### src/rtl/core/rmf_pkg.sv
`timescale 1ns / 1ps
// ----------------------------------------------------------------------------
// Running median filter package
// Shared widths, default window bound and the sequencer state encoding.
// ----------------------------------------------------------------------------
package rmf_pkg;

    // Fixed field widths
    localparam int RMF_SAMPLE_W   = 16;
    localparam int RMF_CFG_W      = 4;

    // Default largest window built
    localparam int RMF_MAX_WINDOW = 15;

    // Sequencer states, one-hot
    typedef enum logic [10:0] {
        ST_IDLE    = 11'b000_0000_0001,
        ST_INIT    = 11'b000_0000_0010,
        ST_RD_GONE = 11'b000_0000_0100,
        ST_RD_MID  = 11'b000_0000_1000,
        ST_DECIDE  = 11'b000_0001_0000,
        ST_SCAN    = 11'b000_0010_0000,
        ST_FT_LOW  = 11'b000_0100_0000,
        ST_FT_HIGH = 11'b000_1000_0000,
        ST_FT_VAL  = 11'b001_0000_0000,
        ST_UPDATE  = 11'b010_0000_0000,
        ST_EMIT    = 11'b100_0000_0000
    } rmf_state_t;

endpackage

### src/rtl/core/rmf_ram.sv
`timescale 1ns / 1ps
// ----------------------------------------------------------------------------
// Generic RAM
// One write port, one read port, read data registered.
// ----------------------------------------------------------------------------
module rmf_ram #(
    parameter int WIDTH = 16,
    parameter int DEPTH = 16
) (
    input  logic                     clk,
    input  logic                     we,
    input  logic [$clog2(DEPTH)-1:0] waddr,
    input  logic [WIDTH-1:0]         wdata,
    input  logic [$clog2(DEPTH)-1:0] raddr,
    output logic [WIDTH-1:0]         rdata
);

    logic [WIDTH-1:0] mem [DEPTH];

    // Write, then register the read word
    always_ff @(posedge clk)
    begin
        if (we)
        begin
            mem[waddr] <= wdata;
        end
        rdata <= mem[raddr];
    end

endmodule

### src/rtl/core/running_median_filter_core.sv
`timescale 1ns / 1ps
// ----------------------------------------------------------------------------
// Running median filter core
// Sliding-window median over 16-bit samples, window kept in two RAMs.
// ----------------------------------------------------------------------------
// One sample is worked on at a time. A window_size of 0 or 1 passes the sample
// straight through. Otherwise the window length n is window_size clipped to
// MAX_WINDOW and rounded up to odd, with h = n/2. A filtered sample rescans
// none, one or both halves of the window. The rescan walks the half's slot
// list one entry a cycle through the single read port of the sample RAM. The
// first sample after reset or after a change of effective length fills the
// window first. The next sample is taken as soon as the result is placed in
// the output register.
// ----------------------------------------------------------------------------
module running_median_filter_core #(
    parameter int MAX_WINDOW = rmf_pkg::RMF_MAX_WINDOW
) (
    input  logic                             clk,
    input  logic                             rst_n,
    // sample input
    input  logic                             in_valid,
    output logic                             in_stall,
    input  logic [rmf_pkg::RMF_SAMPLE_W-1:0] sample,
    // median output
    output logic                             out_valid,
    input  logic                             out_stall,
    output logic [rmf_pkg::RMF_SAMPLE_W-1:0] median,
    // window size register write
    input  logic                             cfg_valid,
    output logic                             cfg_ready,
    input  logic [rmf_pkg::RMF_CFG_W-1:0]    window_size
);

    import rmf_pkg::*;

    localparam int HALF_MAX = MAX_WINDOW / 2;
    localparam int SLOT_W   = $clog2(MAX_WINDOW);
    localparam int LEN_W    = $clog2(MAX_WINDOW + 1);
    localparam int POS_W    = (HALF_MAX > 1) ? $clog2(HALF_MAX) : 1;
    localparam int SDEPTH   = 2 * HALF_MAX;
    localparam int SA_W     = $clog2(SDEPTH);
    localparam int EW       = ((LEN_W > RMF_CFG_W) ? LEN_W : RMF_CFG_W) + 1;

    // Control state
    rmf_state_t              state_reg, state_next;
    logic [RMF_CFG_W-1:0]    win_reg, win_next;
    logic [LEN_W-1:0]        active_reg, active_next;
    logic [SLOT_W-1:0]       rp_reg, rp_next;
    logic [SLOT_W-1:0]       med_reg, med_next;
    logic [POS_W-1:0]        lmp_reg, lmp_next;
    logic [POS_W-1:0]        hmp_reg, hmp_next;
    logic                    lstale_reg, lstale_next;
    logic                    hstale_reg, hstale_next;
    logic                    out_valid_reg, out_valid_next;

    // Working registers
    logic [RMF_SAMPLE_W-1:0] x_reg, x_next;
    logic [RMF_SAMPLE_W-1:0] res_reg, res_next;
    logic [RMF_SAMPLE_W-1:0] gone_reg, gone_next;
    logic [RMF_SAMPLE_W-1:0] ltop_reg, ltop_next;
    logic [RMF_SAMPLE_W-1:0] best_reg, best_next;
    logic [RMF_SAMPLE_W-1:0] median_reg, median_next;
    logic [SLOT_W-1:0]       lslot_reg, lslot_next;
    logic [SLOT_W-1:0]       hslot_reg, hslot_next;
    logic [LEN_W-1:0]        cnt_reg, cnt_next;
    logic                    half_reg, half_next;
    logic                    scan_hi_reg, scan_hi_next;

    // RAM ports
    logic                    ring_we;
    logic [SLOT_W-1:0]       ring_waddr, ring_raddr;
    logic [RMF_SAMPLE_W-1:0] ring_wdata, ring_rdata;
    logic                    slot_we;
    logic [SA_W-1:0]         slot_waddr, slot_raddr;
    logic [SLOT_W-1:0]       slot_wdata, slot_rdata;

    // Helpers
    logic [EW-1:0]           req_w, clip_w, odd_w, fit_w;
    logic [LEN_W-1:0]        len_n, len_h;
    logic                    bypass;
    logic [LEN_W-1:0]        k_idx1, k_idx2, init_hi_idx;
    logic [SLOT_W-1:0]       slot_fix, rp_inc;
    logic [SA_W-1:0]         half_base;
    logic                    s2_better, scan_lo, scan_hi, out_load;

    // Sample ring and slot lists (low half at 0, high half at HALF_MAX)
    rmf_ram #(
        .WIDTH (RMF_SAMPLE_W),
        .DEPTH (MAX_WINDOW)
    ) u_ring_ram (
        .clk   (clk),
        .we    (ring_we),
        .waddr (ring_waddr),
        .wdata (ring_wdata),
        .raddr (ring_raddr),
        .rdata (ring_rdata)
    );

    rmf_ram #(
        .WIDTH (SLOT_W),
        .DEPTH (SDEPTH)
    ) u_slot_ram (
        .clk   (clk),
        .we    (slot_we),
        .waddr (slot_waddr),
        .wdata (slot_wdata),
        .raddr (slot_raddr),
        .rdata (slot_rdata)
    );

    // Clip, round up to odd, pull back inside the bound
    assign req_w  = EW'(win_reg);
    assign clip_w = (req_w > EW'(MAX_WINDOW)) ? EW'(MAX_WINDOW) : req_w;
    assign odd_w  = clip_w | EW'(1);
    assign fit_w  = (odd_w > EW'(MAX_WINDOW)) ? (odd_w - EW'(2)) : odd_w;
    assign len_n  = LEN_W'(fit_w);
    assign len_h  = len_n >> 1;
    assign bypass = (win_reg <= RMF_CFG_W'(1));

    // Scan pipeline indexes and slot fixup
    assign k_idx1      = cnt_reg - LEN_W'(1);
    assign k_idx2      = cnt_reg - LEN_W'(2);
    assign init_hi_idx = cnt_reg - len_h - LEN_W'(1);
    assign half_base   = half_reg ? SA_W'(HALF_MAX) : '0;
    assign slot_fix    = (slot_rdata == rp_reg) ? med_reg : slot_rdata;
    assign s2_better   = half_reg ? (ring_rdata < best_reg) : (ring_rdata > best_reg);
    assign scan_lo     = (gone_reg <= ring_rdata) || lstale_reg;
    assign scan_hi     = (gone_reg >= ring_rdata) || hstale_reg;
    assign rp_inc      = ((LEN_W'(rp_reg) + LEN_W'(1)) >= len_n) ? '0 : (rp_reg + SLOT_W'(1));

    assign cfg_ready = 1'b1;
    assign out_valid = out_valid_reg;
    assign median    = median_reg;

    // Sequencer
    always_comb
    begin
        state_next   = state_reg;
        win_next     = win_reg;
        active_next  = active_reg;
        rp_next      = rp_reg;
        med_next     = med_reg;
        lmp_next     = lmp_reg;
        hmp_next     = hmp_reg;
        lstale_next  = lstale_reg;
        hstale_next  = hstale_reg;
        x_next       = x_reg;
        res_next     = res_reg;
        gone_next    = gone_reg;
        ltop_next    = ltop_reg;
        best_next    = best_reg;
        lslot_next   = lslot_reg;
        hslot_next   = hslot_reg;
        cnt_next     = cnt_reg;
        half_next    = half_reg;
        scan_hi_next = scan_hi_reg;
        ring_we      = 1'b0;
        ring_waddr   = rp_reg;
        ring_wdata   = x_reg;
        ring_raddr   = rp_reg;
        slot_we      = 1'b0;
        slot_waddr   = '0;
        slot_wdata   = '0;
        slot_raddr   = '0;
        in_stall     = 1'b1;
        out_load     = 1'b0;

        // Take a register write
        if (cfg_valid && cfg_ready)
        begin
            win_next = window_size;
        end

        unique case (state_reg)
            ST_IDLE:
            begin
                in_stall = 1'b0;
                if (in_valid)
                begin
                    x_next = sample;
                    if (bypass)
                    begin
                        res_next   = sample;
                        state_next = ST_EMIT;
                    end
                    else if (len_n != active_reg)
                    begin
                        active_next = len_n;
                        cnt_next    = '0;
                        rp_next     = '0;
                        med_next    = SLOT_W'(len_h);
                        lmp_next    = '0;
                        hmp_next    = '0;
                        lstale_next = 1'b0;
                        hstale_next = 1'b0;
                        state_next  = ST_INIT;
                    end
                    else
                    begin
                        state_next = ST_RD_GONE;
                    end
                end
            end

            ST_INIT:
            begin
                // Fill one ring entry per cycle, and its slot list entry unless it is the median slot
                ring_we    = 1'b1;
                ring_waddr = cnt_reg[SLOT_W-1:0];
                ring_wdata = x_reg;
                if (cnt_reg < len_h)
                begin
                    slot_we    = 1'b1;
                    slot_waddr = SA_W'(POS_W'(cnt_reg));
                    slot_wdata = SLOT_W'(cnt_reg);
                end
                else if (cnt_reg > len_h)
                begin
                    slot_we    = 1'b1;
                    slot_waddr = SA_W'(HALF_MAX) + SA_W'(POS_W'(init_hi_idx));
                    slot_wdata = SLOT_W'(cnt_reg);
                end
                if (cnt_reg == (len_n - LEN_W'(1)))
                begin
                    state_next = ST_RD_GONE;
                end
                else
                begin
                    cnt_next = cnt_reg + LEN_W'(1);
                end
            end

            ST_RD_GONE:
            begin
                ring_raddr = rp_reg;
                state_next = ST_RD_MID;
            end

            ST_RD_MID:
            begin
                ring_raddr = med_reg;
                gone_next  = ring_rdata;
                state_next = ST_DECIDE;
            end

            ST_DECIDE:
            begin
                // ring_rdata holds the current median value
                scan_hi_next = scan_hi;
                cnt_next     = '0;
                if (scan_lo)
                begin
                    half_next  = 1'b0;
                    state_next = ST_SCAN;
                end
                else if (scan_hi)
                begin
                    half_next  = 1'b1;
                    state_next = ST_SCAN;
                end
                else
                begin
                    state_next = ST_FT_LOW;
                end
            end

            ST_SCAN:
            begin
                // Issue slot read
                if (cnt_reg < len_h)
                begin
                    slot_raddr = half_base + SA_W'(POS_W'(cnt_reg));
                end
                // Replace the leaving slot, read its sample
                if ((cnt_reg >= LEN_W'(1)) && (cnt_reg <= len_h))
                begin
                    ring_raddr = slot_fix;
                    if (slot_rdata == rp_reg)
                    begin
                        slot_we    = 1'b1;
                        slot_waddr = half_base + SA_W'(POS_W'(k_idx1));
                        slot_wdata = med_reg;
                    end
                end
                // Track the extreme of the half
                if (cnt_reg >= LEN_W'(2))
                begin
                    if ((cnt_reg == LEN_W'(2)) || s2_better)
                    begin
                        best_next = ring_rdata;
                        if (half_reg)
                        begin
                            hmp_next = POS_W'(k_idx2);
                        end
                        else
                        begin
                            lmp_next = POS_W'(k_idx2);
                        end
                    end
                end
                if (cnt_reg == (len_h + LEN_W'(1)))
                begin
                    if (half_reg)
                    begin
                        hstale_next = 1'b0;
                    end
                    else
                    begin
                        lstale_next = 1'b0;
                    end
                    cnt_next = '0;
                    if (!half_reg && scan_hi_reg)
                    begin
                        half_next = 1'b1;
                    end
                    else
                    begin
                        state_next = ST_FT_LOW;
                    end
                end
                else
                begin
                    cnt_next = cnt_reg + LEN_W'(1);
                end
            end

            ST_FT_LOW:
            begin
                slot_raddr = SA_W'(lmp_reg);
                state_next = ST_FT_HIGH;
            end

            ST_FT_HIGH:
            begin
                lslot_next = slot_rdata;
                ring_raddr = slot_rdata;
                slot_raddr = SA_W'(HALF_MAX) + SA_W'(hmp_reg);
                state_next = ST_FT_VAL;
            end

            ST_FT_VAL:
            begin
                hslot_next = slot_rdata;
                ltop_next  = ring_rdata;
                ring_raddr = slot_rdata;
                state_next = ST_UPDATE;
            end

            ST_UPDATE:
            begin
                // ring_rdata holds the high half minimum
                ring_we    = 1'b1;
                ring_waddr = rp_reg;
                ring_wdata = x_reg;
                rp_next    = rp_inc;
                if (x_reg < ltop_reg)
                begin
                    med_next    = lslot_reg;
                    slot_we     = 1'b1;
                    slot_waddr  = SA_W'(lmp_reg);
                    slot_wdata  = rp_reg;
                    lstale_next = 1'b1;
                    res_next    = (lslot_reg == rp_reg) ? x_reg : ltop_reg;
                end
                else if (x_reg > ring_rdata)
                begin
                    med_next    = hslot_reg;
                    slot_we     = 1'b1;
                    slot_waddr  = SA_W'(HALF_MAX) + SA_W'(hmp_reg);
                    slot_wdata  = rp_reg;
                    hstale_next = 1'b1;
                    res_next    = (hslot_reg == rp_reg) ? x_reg : ring_rdata;
                end
                else
                begin
                    med_next = rp_reg;
                    res_next = x_reg;
                end
                state_next = ST_EMIT;
            end

            ST_EMIT:
            begin
                if (!out_valid_reg || !out_stall)
                begin
                    out_load   = 1'b1;
                    state_next = ST_IDLE;
                end
            end

            default:
            begin
                state_next = ST_IDLE;
            end
        endcase

        // Output register: load a new beat or drop a taken one
        out_valid_next = out_load || (out_valid_reg && out_stall);
        median_next    = out_load ? res_reg : median_reg;
    end

    // Control registers
    always_ff @(posedge clk or negedge rst_n)
    begin
        if (!rst_n)
        begin
            state_reg     <= ST_IDLE;
            win_reg       <= '0;
            active_reg    <= '0;
            rp_reg        <= '0;
            med_reg       <= '0;
            lmp_reg       <= '0;
            hmp_reg       <= '0;
            lstale_reg    <= 1'b0;
            hstale_reg    <= 1'b0;
            out_valid_reg <= 1'b0;
        end
        else
        begin
            state_reg     <= state_next;
            win_reg       <= win_next;
            active_reg    <= active_next;
            rp_reg        <= rp_next;
            med_reg       <= med_next;
            lmp_reg       <= lmp_next;
            hmp_reg       <= hmp_next;
            lstale_reg    <= lstale_next;
            hstale_reg    <= hstale_next;
            out_valid_reg <= out_valid_next;
        end
    end

    // Payload registers
    always_ff @(posedge clk)
    begin
        x_reg       <= x_next;
        res_reg     <= res_next;
        gone_reg    <= gone_next;
        ltop_reg    <= ltop_next;
        best_reg    <= best_next;
        median_reg  <= median_next;
        lslot_reg   <= lslot_next;
        hslot_reg   <= hslot_next;
        cnt_reg     <= cnt_next;
        half_reg    <= half_next;
        scan_hi_reg <= scan_hi_next;
    end

    // Ring pointer stays inside the active window
    a_rp_in_window: assert property (@(posedge clk) disable iff (!rst_n)
        (active_reg != '0) |-> (LEN_W'(rp_reg) < active_reg))
        else $error("ring pointer outside active window");

    // Median slot stays inside the active window
    a_med_in_window: assert property (@(posedge clk) disable iff (!rst_n)
        (active_reg != '0) |-> (LEN_W'(med_reg) < active_reg))
        else $error("median slot outside active window");

    // A result with a free output register is presented next cycle
    a_emit_free: assert property (@(posedge clk) disable iff (!rst_n)
        ((state_reg == ST_EMIT) && !out_valid_reg) |=>
            (out_valid_reg && (state_reg == ST_IDLE)))
        else $error("result not presented from free output register");

endmodule
### config.mk
export PLATFORM = sky130hd
export DESIGN_NAME = running_median_filter_core
export DESIGN_NICKNAME = d
export VERILOG_FILES = /design/src/rtl/core/rmf_pkg.sv /design/src/rtl/core/rmf_ram.sv /design/src/rtl/core/running_median_filter_core.sv
export SDC_FILE = /design/constraint.sdc
export NUM_CORES = 1
export LEC_CHECK = 0
export ABC_AREA = 1
export BUFFER_PORTS_ARGS = -buffer_cell sky130_fd_sc_hd__buf_2
export CAP_MARGIN = 25
export CORE_ASPECT_RATIO = 1.2
export CORE_MARGIN = 8
export CORE_UTILIZATION = 68
export CTS_CLUSTER_SIZE = 10
export DETAILED_ROUTE_END_ITERATION = 7
export HOLD_SLACK_MARGIN = 0.1
export PLACE_DENSITY = 0.85
export SYNTH_ARGS = -nofsm -noshare
export SYNTH_HDL_FRONTEND = slang
export SYNTH_SLANG_ARGS = --single-unit
### constraint.sdc
create_clock -name clk -period 4.78 [get_ports clk]
set_clock_uncertainty 0.1 [all_clocks]
set_input_delay 0.956 -clock clk [delete_from_list [all_inputs] [get_ports clk]]
set_output_delay 0.956 -clock clk [all_outputs]
set_load 0.02 [all_outputs]
==> impl_results.rst, run 1 <==
.. list-table::
   :header-rows: 1

   * - Metric
     - Value
   * - Status
     - completed
   * - Synthesis-to-layout area growth
     - 9.72%
   * - Number of synthesized flops with an enable pin
     - slightly above 400
   * - Clock tree from TritonCTS
     - yes
   * - Worst slew slack as a fraction of its limit
     - between 30 and 40%
   * - Setup slack of the worst register-to-register path
     - between 500 and 600 ps
   * - Largest registers
     - u_ring_ram.mem x240, u_slot_ram.mem x56
   * - Worst hold stages
     - 0
   * - TNS Setup
     - 0 ps
   * - Post-layout min period
     - between 4000 and 5000 ps
   * - Share of the clock period used by the worst path
     - 88.7%
   * - Total buffers and inverters traversed by the critical path
     - 2
   * - Full die area
     - 38700 µm²
   * - Largest buffer count on any clock path
     - 3
   * - Share of cells above drive strength 1
     - under 10%
   * - Endpoint kind of the worst setup timing path
     - flip-flop
   * - Synthesized netlist net count
     - approximately 2300
   * - Classification of the worst setup path
     - reg -> reg
   * - Router iterations before antenna repair
     - 6
   * - Number of distinct library cell variants in the gate-level netlist after synthesis
     - 55
   * - Layout Nets
     - approximately 2300
   * - Register containing the most flip-flops in the final layout
     - u_ring_ram.mem
   * - Terminus of the critical flop-to-flop path
     - u_slot_ram.mem[12][2]$_DFFE_PP_
   * - Cell family contributing the most delay on the critical path
     - simple AND/OR/NAND/NOR gates
   * - DIE HEIGHT
     - about 210 µm
   * - Maxcap violations
     - 0
   * - Path depth of the worst reg2reg path
     - 14
   * - Clock Root Buffer
     - sky130_fd_sc_hd__clkbuf_16
   * - Proportion of synthesized chip area in sequential cells
     - between 60% and 70%
   * - Number of global-route vias before repair
     - ~16000
   * - Routed Wire Length
     - between 50000 and 60000 µm
   * - Post-synth ARST share
     - under 10%
   * - Cell with the most instances on the worst path
     - sky130_fd_sc_hd__nand2_1
   * - Most used standard cells in the synthesized netlist
     - 487 x sky130_fd_sc_hd__nand2_1, 406 x sky130_fd_sc_hd__edfxtp_1, 287 x sky130_fd_sc_hd__nand3_1, 280 x sky130_fd_sc_hd__inv_1, 96 x sky130_fd_sc_hd__nor2_1
   * - Port Buf Inserts
     - 41
   * - Placeable core area
     - ~32000 µm²
   * - Gate count after technology mapping
     - between 2000 and 2500
   * - Half-perimeter wire length of the detailed placement result
     - about 37000 µm
   * - Number of endpoints with negative hold slack in the final report
     - 0
   * - Launch point of the worst hold path
     - res_reg[10]$_DFFE_PP_
   * - Effective utilization at floorplan
     - 69.0%
   * - Warnings, synthesis
     - 0
   * - Post-synthesis cell type with the largest combined area
     - sky130_fd_sc_hd__edfxtp_1
   * - CP peak stage delay
     - around 840 ps
   * - Hold bufs inserted after CTS
     - 0
   * - Boundary pin count
     - 44
   * - Overflow left after global routing
     - 0
   * - DRC viols
     - 0
   * - Unrepaired setup endpoints after global routing
     - no
   * - Initial drt markers
     - roughly 1700
   * - Maximum number of pins on one net before global-route repair
     - roughly 110
   * - Tightest Pin Transition
     - 1050 ps
   * - Leading post-synthesis cells by cell area
     - sky130_fd_sc_hd__edfxtp_1 55%, sky130_fd_sc_hd__nand2_1 8.2%, sky130_fd_sc_hd__nand3_1 6.5%, sky130_fd_sc_hd__ha_1 4.8%, sky130_fd_sc_hd__inv_1 4.7%
   * - Seq cells post-synth
     - ~460
   * - Post-synth design cell area
     - approximately 22000 µm²
   * - Flip-flop count of the largest register, all copies and words added
     - 240
   * - Syn_area_per_cell
     - just over 10 µm²
   * - Std-Cell Rows
     - 72
   * - Cell area power density
     - approximately 430 nW/µm²
   * - Min-Delay Endpoint
     - median[10]$_DFFE_PP_
   * - Top-count cell post-synth
     - sky130_fd_sc_hd__nand2_1
   * - Launching point of the worst reg2reg path
     - ring_wdata[2]$_DFFE_PP_
   * - Final Max Slew Viols
     - 0
   * - Worst Hold Class
     - reg -> reg
   * - Final Wtd Congestion
     - roughly 0.96
   * - Post-detailed-route count of antenna-violating nets
     - 0
   * - Total GRT Usage
     - 28.3%
   * - Fmax achieved
     - 0.236 GHz
   * - Chip width
     - between 150 and 200 µm
   * - Wire per inst
     - roughly 21 µm
   * - CTS HTree Levels
     - 2
   * - Data arrival time at the worst-slack endpoint
     - about 4400 ps
   * - Critical Path Start
     - ring_wdata[2]$_DFFE_PP_
   * - Category of the worst setup path launch point
     - flip-flop
   * - Total clock buffers created by CTS
     - between 50 and 60
   * - Total number of vias
     - 16298
   * - Clock latency at the later pin of the worst-skew pair
     - 570 ps
   * - Peak supply drop
     - ~0.00040 V
   * - Number of antenna violations at the first check in global routing
     - 2
   * - Number of buffers inserted by post-CTS setup repair
     - 0
   * - Slowest cell on the critical path
     - sky130_fd_sc_hd__edfxtp_1
   * - Synth Flop Type
     - sky130_fd_sc_hd__edfxtp_1
   * - Cell Chain, Critical Path
     - ha_1 -> nand2_1 -> o21ai_0 -> nand4_1 -> o211ai_1 -> nand2_1 -> nand2_1 -> nor2_1 -> inv_2 -> nand2_1 -> inv_2 -> nand3_1 -> nand3_1 -> nor2_1
   * - Final setup violation count
     - 0
   * - Number of sinks driven by the clock tree
     - between 400 and 500
   * - Required @ worst endpoint
     - just under 5000 ps
   * - # resized after CTS
     - 0
   * - Detail-routed via count per cell
     - between 6 and 7
   * - Global-route wire length before repair
     - 85200 µm
   * - Area share of the leading cell type in the synthesized netlist
     - 55.0%
   * - Leak pwr
     - 10.3 nW
   * - Maximum fanout count along the critical path
     - 19
   * - Worst-path clk slew
     - 60 ps
   * - Number of filler instances in the final layout
     - 2097
   * - Total power draw
     - 10.6 mW
## through the flow
stage	utilization (%)	hold WS, ps	std cells	worst slack [ps]	area (µm²)
2_1_floorplan	-	300	2161	1660	22200
3_3_place_gp	71.1	301	2568	661	22900
3_5_place_dp	71.1	305	2569	654	22900
4_1_cts	75.6	318	2653	639	24300
5_1_grt	75.6	321	2653	346	24300
6_report	75.6	317	2654	541	24300
## kinds of logic after synthesis
logic type	after synthesis	synth area share [%]
AOI/OAI and AO/OA	187	5.21
xor gates and xnor gates	23	0.908
adders and majority gates	87	4.98
buffers and inverters	384	7.04
DFF	461	60.7
muxes	1	0.0508
other	1	0.0169
and+or+nand+nor	1017	21.1
## placed cells by master, fill, tap and decap left out, drive strengths merged, types with 2 or more instances in the layout
| cell | n |
|---|---|
| fa | 2 |
| xnor2 | 9 |
| o22ai | 2 |
| a21oi | 51 |
| o221ai | 8 |
| buf | 87 |
| o311ai | 3 |
| nor3 | 11 |
| inv | 296 |
| dfrtp | 34 |
| nand3b | 72 |
| a21o | 4 |
| nor4 | 8 |
| xor2 | 14 |
| a211oi | 6 |
| o211ai | 31 |
| clkinv | 3 |
| a22oi | 4 |
| nor2 | 101 |
| nand2 | 492 |
| clkbuf | 82 |
| ha | 85 |
| nand3 | 291 |
| o21a | 3 |
| nand4 | 29 |
| or2 | 13 |
| o21ai | 65 |
| dfxtp | 20 |
| o2111ai | 2 |
| edfxtp | 406 |
## routing by layer
layer / vias to the layer above / GRT usage, % / wire (µm)
li1: 7478 / - / -
met2: 881 / 51.5 / 28800
met3: 165 / 3.85 / 3880
met5: - / 0 / 36
met4: 2 / 14.0 / 2440
met1: 7772 / 32.9 / 20500
## worst register-to-register path: stages, from the launching register on
cell                       delay [ps]
sky130_fd_sc_hd__edfxtp_1         840
sky130_fd_sc_hd__ha_1             370
sky130_fd_sc_hd__nand2_1           70
sky130_fd_sc_hd__o21ai_0          160
sky130_fd_sc_hd__nand4_1          140
sky130_fd_sc_hd__o211ai_1          90
sky130_fd_sc_hd__nand2_1           70
sky130_fd_sc_hd__nand2_1          190
sky130_fd_sc_hd__nor2_1           590
sky130_fd_sc_hd__inv_2            310
sky130_fd_sc_hd__nand2_1          270
sky130_fd_sc_hd__inv_2             60
sky130_fd_sc_hd__nand3_1          120
sky130_fd_sc_hd__nand3_1          190
sky130_fd_sc_hd__nor2_1           330
## area by class of cell
type | instances | area (µm²) | area share, %
Sequential cell | 461 | 13500 | 55.4
Clock inverter | 2 | 11.3 | 0.0463
Inverter | 298 | 1120 | 4.60
Multi-Input combinational cell | 1316 | 7190 | 29.5
Tap cell | 407 | 509 | 2.09
Clock buffer | 82 | 1440 | 5.90
Antenna cell | 1 | 2.50 | 0.0103
Timing Repair Buffer | 87 | 596 | 2.45
## power breakdown
group	internal, mW	switching (mW)	total, mW	leakage [nW]
Sequential	4.86	0.331	5.19	4.32
Clock	2.03	1.45	3.47	0.689
Combinational	0.591	1.32	1.92	5.26
## worst max-delay path by stage
stage,end,cells past startpoint
3_3_place_gp,u_slot_ram.mem[4][2]$_DFFE_PP_,14
6_report,u_slot_ram.mem[12][2]$_DFFE_PP_,14
4_1_cts,u_slot_ram.mem[12][0]$_DFFE_PP_,14
3_5_place_dp,u_slot_ram.mem[12][0]$_DFFE_PP_,14
2_1_floorplan,u_slot_ram.mem[8][0]$_DFFE_PP_,16
5_1_grt,u_slot_ram.mem[12][1]$_DFFE_PP_,14
Note: power is estimated with default switching activity, not from simulation.
==> run 2, diff against run 1 <==
--- a/config.mk
+++ b/config.mk
@@ -5,16 +5,16 @@
 export SDC_FILE = /design/constraint.sdc
 export NUM_CORES = 1
 export LEC_CHECK = 0
-export ABC_AREA = 1
 export BUFFER_PORTS_ARGS = -buffer_cell sky130_fd_sc_hd__buf_2
 export CAP_MARGIN = 25
 export CORE_ASPECT_RATIO = 1.2
 export CORE_MARGIN = 8
-export CORE_UTILIZATION = 68
+export CORE_UTILIZATION = 67
 export CTS_CLUSTER_SIZE = 10
 export DETAILED_ROUTE_END_ITERATION = 7
 export HOLD_SLACK_MARGIN = 0.1
-export PLACE_DENSITY = 0.85
+export PLACE_DENSITY = 0.84
+export SKIP_CTS_REPAIR_TIMING = 1
 export SYNTH_ARGS = -nofsm -noshare
 export SYNTH_HDL_FRONTEND = slang
 export SYNTH_SLANG_ARGS = --single-unit
==> impl_results.rst, run 2 <==
.. list-table::
   :header-rows: 1

   * - Metric
     - Value
   * - Area used by multi-input combinational logic
     - 6480 µm² (was 7190 µm²)
   * - Worst slew slack as a fraction of its limit
     - 38.1% (was 30.0%)
   * - Worst hold stages
     - 0 (unchanged)
   * - Number of antenna violations at the first check in global routing
     - 0 (was 2)
   * - Full die area
     - 36400 µm² (was 38700 µm²)
   * - Sequential Area
     - 13500 µm² (about the same)
   * - Proportion of synthesized chip area in sequential cells
     - 65.8% (was 60.7%)
   * - Half-perimeter wire length of the detailed placement result
     - 32800 µm (was 36500 µm)
   * - Port Buf Inserts
     - 41 (unchanged)
   * - Post-synth ARST share
     - 7.59% (unchanged)
   * - Classification of the worst setup path
     - reg -> reg (unchanged)
   * - Number of synthesized flops with an enable pin
     - 406 (unchanged)
   * - Chip width
     - 176 µm (was 181 µm)
   * - Routed Wire Length
     - 51500 µm (was 55600 µm)
   * - Critical Path Start
     - ring_wdata[8]$_DFFE_PP_ (was ring_wdata[2]$_DFFE_PP_)
   * - Launch point of the worst hold path
     - res_reg[0]$_DFFE_PP_ (was res_reg[10]$_DFFE_PP_)
   * - Number of endpoints with negative hold slack in the final report
     - 0 (unchanged)
   * - Post-Place Setup Slack
     - 294 ps (was 654 ps)
   * - Worst setup margin
     - 253 ps (was 541 ps)
   * - Cell Chain, Critical Path
     - ha_1 -> a21o_1 -> a21o_1 -> a21oi_1 -> o21ai_0 -> a21oi_1 -> buf_4 -> o41ai_2 -> buf_4 -> nand3b_1 -> o22ai_1 -> nor3_1 (was ha_1 -> nand2_1 -> o21ai_0 -> nand4_1 -> o211ai_1 -> nand2_1 -> nand2_1 -> nor2_1 -> inv_2 -> nand2_1 -> inv_2 -> nand3_1 -> nand3_1 -> nor2_1)
   * - Flip-flop count of the largest register, all copies and words added
     - 240 (unchanged)
   * - Boundary pin count
     - 44 (unchanged)
   * - Final setup violation count
     - 0 (unchanged)
   * - Number of global-route vias before repair
     - 14156 (was 16086)
   * - Path depth of the worst reg2reg path
     - 12 (was 14)
   * - Maxcap violations
     - 0 (unchanged)
   * - Layout Nets
     - 1770 (was 2328)
   * - CP peak stage delay
     - 820 ps (was 840 ps)
   * - Unrepaired setup endpoints after global routing
     - no (unchanged)
   * - Gate count after technology mapping
     - 1553 (was 2161)
   * - DIE HEIGHT
     - 207 µm (was 214 µm)
   * - Worst-path clk slew
     - 60 ps (about the same)
   * - Std-Cell Rows
     - 70 (was 72)
   * - Router iterations before antenna repair
     - 6 (unchanged)
   * - Most used cells in the layout excluding fill and tap cells
     - 406 x sky130_fd_sc_hd__edfxtp_1, 129 x sky130_fd_sc_hd__nor2_1, 111 x sky130_fd_sc_hd__nand2_1 (was 487 x sky130_fd_sc_hd__nand2_1, 406 x sky130_fd_sc_hd__edfxtp_1, 286 x sky130_fd_sc_hd__nand3_1)
   * - Leak pwr
     - 8.89 nW (was 10.3 nW)
   * - Leading post-synthesis cells by cell area
     - sky130_fd_sc_hd__edfxtp_1 60%, sky130_fd_sc_hd__ha_1 5.2%, sky130_fd_sc_hd__mux2i_1 4.7%, sky130_fd_sc_hd__dfrtp_1 4.2%, sky130_fd_sc_hd__nor2_1 2.5% (was sky130_fd_sc_hd__edfxtp_1 55%, sky130_fd_sc_hd__nand2_1 8.2%, sky130_fd_sc_hd__nand3_1 6.5%, sky130_fd_sc_hd__ha_1 4.8%, sky130_fd_sc_hd__inv_1 4.7%)
   * - TNS Setup
     - 0 ps (unchanged)
   * - Tightest Pin Transition
     - 919 ps (was 1050 ps)
   * - Data arrival time at the worst-slack endpoint
     - 4720 ps (was 4370 ps)
   * - Placeable core area
     - 30300 µm² (was 32200 µm²)
   * - Number of sinks driven by the clock tree
     - 461 (unchanged)
   * - Largest registers
     - u_ring_ram.mem x240, u_slot_ram.mem x56 (unchanged)
   * - Detail-routed via count per cell
     - 6.68 (was 6.14)
   * - Seq cells post-synth
     - 461 (unchanged)
   * - Total number of vias
     - 13930 (was 16298)
   * - Area share of the leading cell type in the synthesized netlist
     - 59.6% (was 55.0%)
   * - Total buffers and inverters traversed by the critical path
     - 2 (unchanged)
   * - Clock tree from TritonCTS
     - yes (unchanged)
   * - Endpoint kind of the worst setup timing path
     - flip-flop (unchanged)
   * - Antenna Diode Count
     - 0 (was 1)
   * - Wire per inst
     - 24.7 µm (was 21.0 µm)
   * - Total power draw
     - 10.1 mW (was 10.6 mW)
   * - Post-synthesis cell type with the largest combined area
     - sky130_fd_sc_hd__edfxtp_1 (unchanged)
   * - Maximum number of pins on one net before global-route repair
     - 36 (was 109)
   * - Worst Hold Margin
     - 314 ps (was 317 ps)
   * - Warnings, synthesis
     - 0 (unchanged)
   * - Share of the clock period used by the worst path
     - 94.7% (was 88.7%)
   * - Most used standard cells in the synthesized netlist
     - 406 x sky130_fd_sc_hd__edfxtp_1, 137 x sky130_fd_sc_hd__nor2_1, 111 x sky130_fd_sc_hd__nand2_1, 96 x sky130_fd_sc_hd__mux2i_1, 85 x sky130_fd_sc_hd__ha_1 (was 487 x sky130_fd_sc_hd__nand2_1, 406 x sky130_fd_sc_hd__edfxtp_1, 287 x sky130_fd_sc_hd__nand3_1, 280 x sky130_fd_sc_hd__inv_1, 96 x sky130_fd_sc_hd__nor2_1)
   * - Total clock buffers created by CTS
     - 52 (unchanged)
   * - Final Wtd Congestion
     - 0.983 (was 0.955)
   * - CTS HTree Levels
     - 2 (unchanged)
   * - Syn_area_per_cell
     - 13.2 µm² (was 10.3 µm²)
   * - Most common cell after layout, fill and taps aside
     - sky130_fd_sc_hd__edfxtp_1 (was sky130_fd_sc_hd__nand2_1)
   * - Synth Flop Type
     - sky130_fd_sc_hd__edfxtp_1 (unchanged)
   * - Share of cells above drive strength 1
     - 13.2% (was 8.86%)
   * - Peak supply drop
     - 0.000513 V (was 0.000398 V)
   * - Status
     - completed (unchanged)
   * - Top-count cell post-synth
     - sky130_fd_sc_hd__edfxtp_1 (was sky130_fd_sc_hd__nand2_1)
   * - Synthesis-to-layout area growth
     - 12.4% (was 9.72%)
   * - Total GRT Usage
     - 28.0% (was 28.3%)
   * - Crit. path cell count
     - 12 (was 14)
   * - Final Max Slew Viols
     - 0 (unchanged)
   * - Post-layout min period
     - 4530 ps (was 4240 ps)
   * - Slowest cell on the critical path
     - sky130_fd_sc_hd__edfxtp_1 (unchanged)
   * - Initial drt markers
     - 1661 (was 1698)
   * - Required @ worst endpoint
     - 4970 ps (was 4910 ps)
   * - Post-synth design cell area
     - 20500 µm² (was 22200 µm²)
   * - Number of filler instances in the final layout
     - 1741 (was 2097)
   * - Cell family contributing the most delay on the critical path
     - compound AO/OA/AOI/OAI gates (was simple AND/OR/NAND/NOR gates)
   * - Cell area power density
     - 441 nW/µm² (was 435 nW/µm²)
   * - Clock Root Buffer
     - sky130_fd_sc_hd__clkbuf_16 (unchanged)
   * - Launching point of the worst reg2reg path
     - ring_wdata[8]$_DFFE_PP_ (was ring_wdata[2]$_DFFE_PP_)
   * - Maximum fanout count along the critical path
     - 18 (was 19)
   * - Category of the worst setup path launch point
     - flip-flop (unchanged)
   * - Largest buffer count on any clock path
     - 3 (unchanged)
   * - Number of distinct library cell variants in the gate-level netlist after synthesis
     - 71 (was 55)
   * - DRC viols
     - 0 (unchanged)
   * - Global-route wire length before repair
     - 78800 µm (was 85200 µm)
   * - Worst Hold Class
     - reg -> reg (unchanged)
   * - Overflow left after global routing
     - 0 (unchanged)
   * - Synthesized netlist net count
     - 1665 (was 2273)
   * - Effective utilization at floorplan
     - 67.5% (was 69.0%)
   * - Register containing the most flip-flops in the final layout
     - u_ring_ram.mem (unchanged)
   * - Post-detailed-route count of antenna-violating nets
     - 0 (unchanged)
   * - Fmax achieved
     - 0.221 GHz (was 0.236 GHz)
   * - Clock latency at the later pin of the worst-skew pair
     - 560 ps (was 570 ps)
[run 2: cell count changes after synthesis, moves of 26 or more]
cell	previous run	this run
sky130_fd_sc_hd__nor2_1	96	137
sky130_fd_sc_hd__o211ai_1	31	5
sky130_fd_sc_hd__nand2_1	487	111
sky130_fd_sc_hd__o22ai_1	2	48
sky130_fd_sc_hd__mux2i_1	0	96
sky130_fd_sc_hd__inv_1	280	81
sky130_fd_sc_hd__nand3b_1	72	8
sky130_fd_sc_hd__nand3_1	287	16
sky130_fd_sc_hd__nor3_1	11	50
[run 2: through the flow]
step	instance area (µm²)	std cells	utilization, %
CTS	23000	2084	75.9
floorplan	20500	1553	-
global placement	21600	2000	71.1
finish	23000	2084	75.9
detailed placement	21600	2000	71.1
global route	23000	2084	75.9
[run 2: final cells by class]
type	instances	area share, %
multi-input combinational	944	28.2
tap	396	2.15
clock buffer	83	6.25
clock inverter	1	0.0381
timing repair buffer	118	3.51
sequential	461	58.6
inverter	81	1.32
[run 2: report_power, final]
part / internal, mW / switching, mW
registers: 4.75 / 0.314
clock network: 2.03 / 1.45
logic: 0.579 / 1.02
[run 2: kinds of logic (layout without fill, tap and decap cells)]
kind of cell             Yosys count  count (layout)  synth area share (%)
adder cells (fa/ha/maj)           88              88                  5.44
other                              1               1                0.0183
XOR/XNOR                          34              34                  1.46
AO/OA/AOI/OAI                    285             285                  8.85
multiplexers                     113             113                  5.63
buffers and inverters            148             283                  2.95
flip-flops                       461             461                  65.8
AND/OR/NAND/NOR                  423             423                  9.84
[run 2: path summary, 6_finish.rpt]
kind | to | slack (ps)
max | res_reg[14]$_DFFE_PP_ | 250
min | median[0]$_DFFE_PP_ | 310
max reg2reg | res_reg[14]$_DFFE_PP_ | 250
min reg2reg | median[0]$_DFFE_PP_ | 310
max in group asynchronous | win_reg[1]$_DFFE_PN0P_ | 3660
min in group asynchronous | state_reg[2]$_DFFE_PN0P_ | 370
[run 2: metal layers]
| layer | vias to the layer above | track usage [%] | part of all wire (%) |
|---|---|---|---|
| met4 | 0 | 15.3 | 5.7 |
| met3 | 226 | 4.39 | 8.7 |
| li1 | 6014 | - | - |
| met1 | 6727 | 34.0 | 36 |
| met5 | - | 0 | 0 |
| met2 | 963 | 47.3 | 50 |
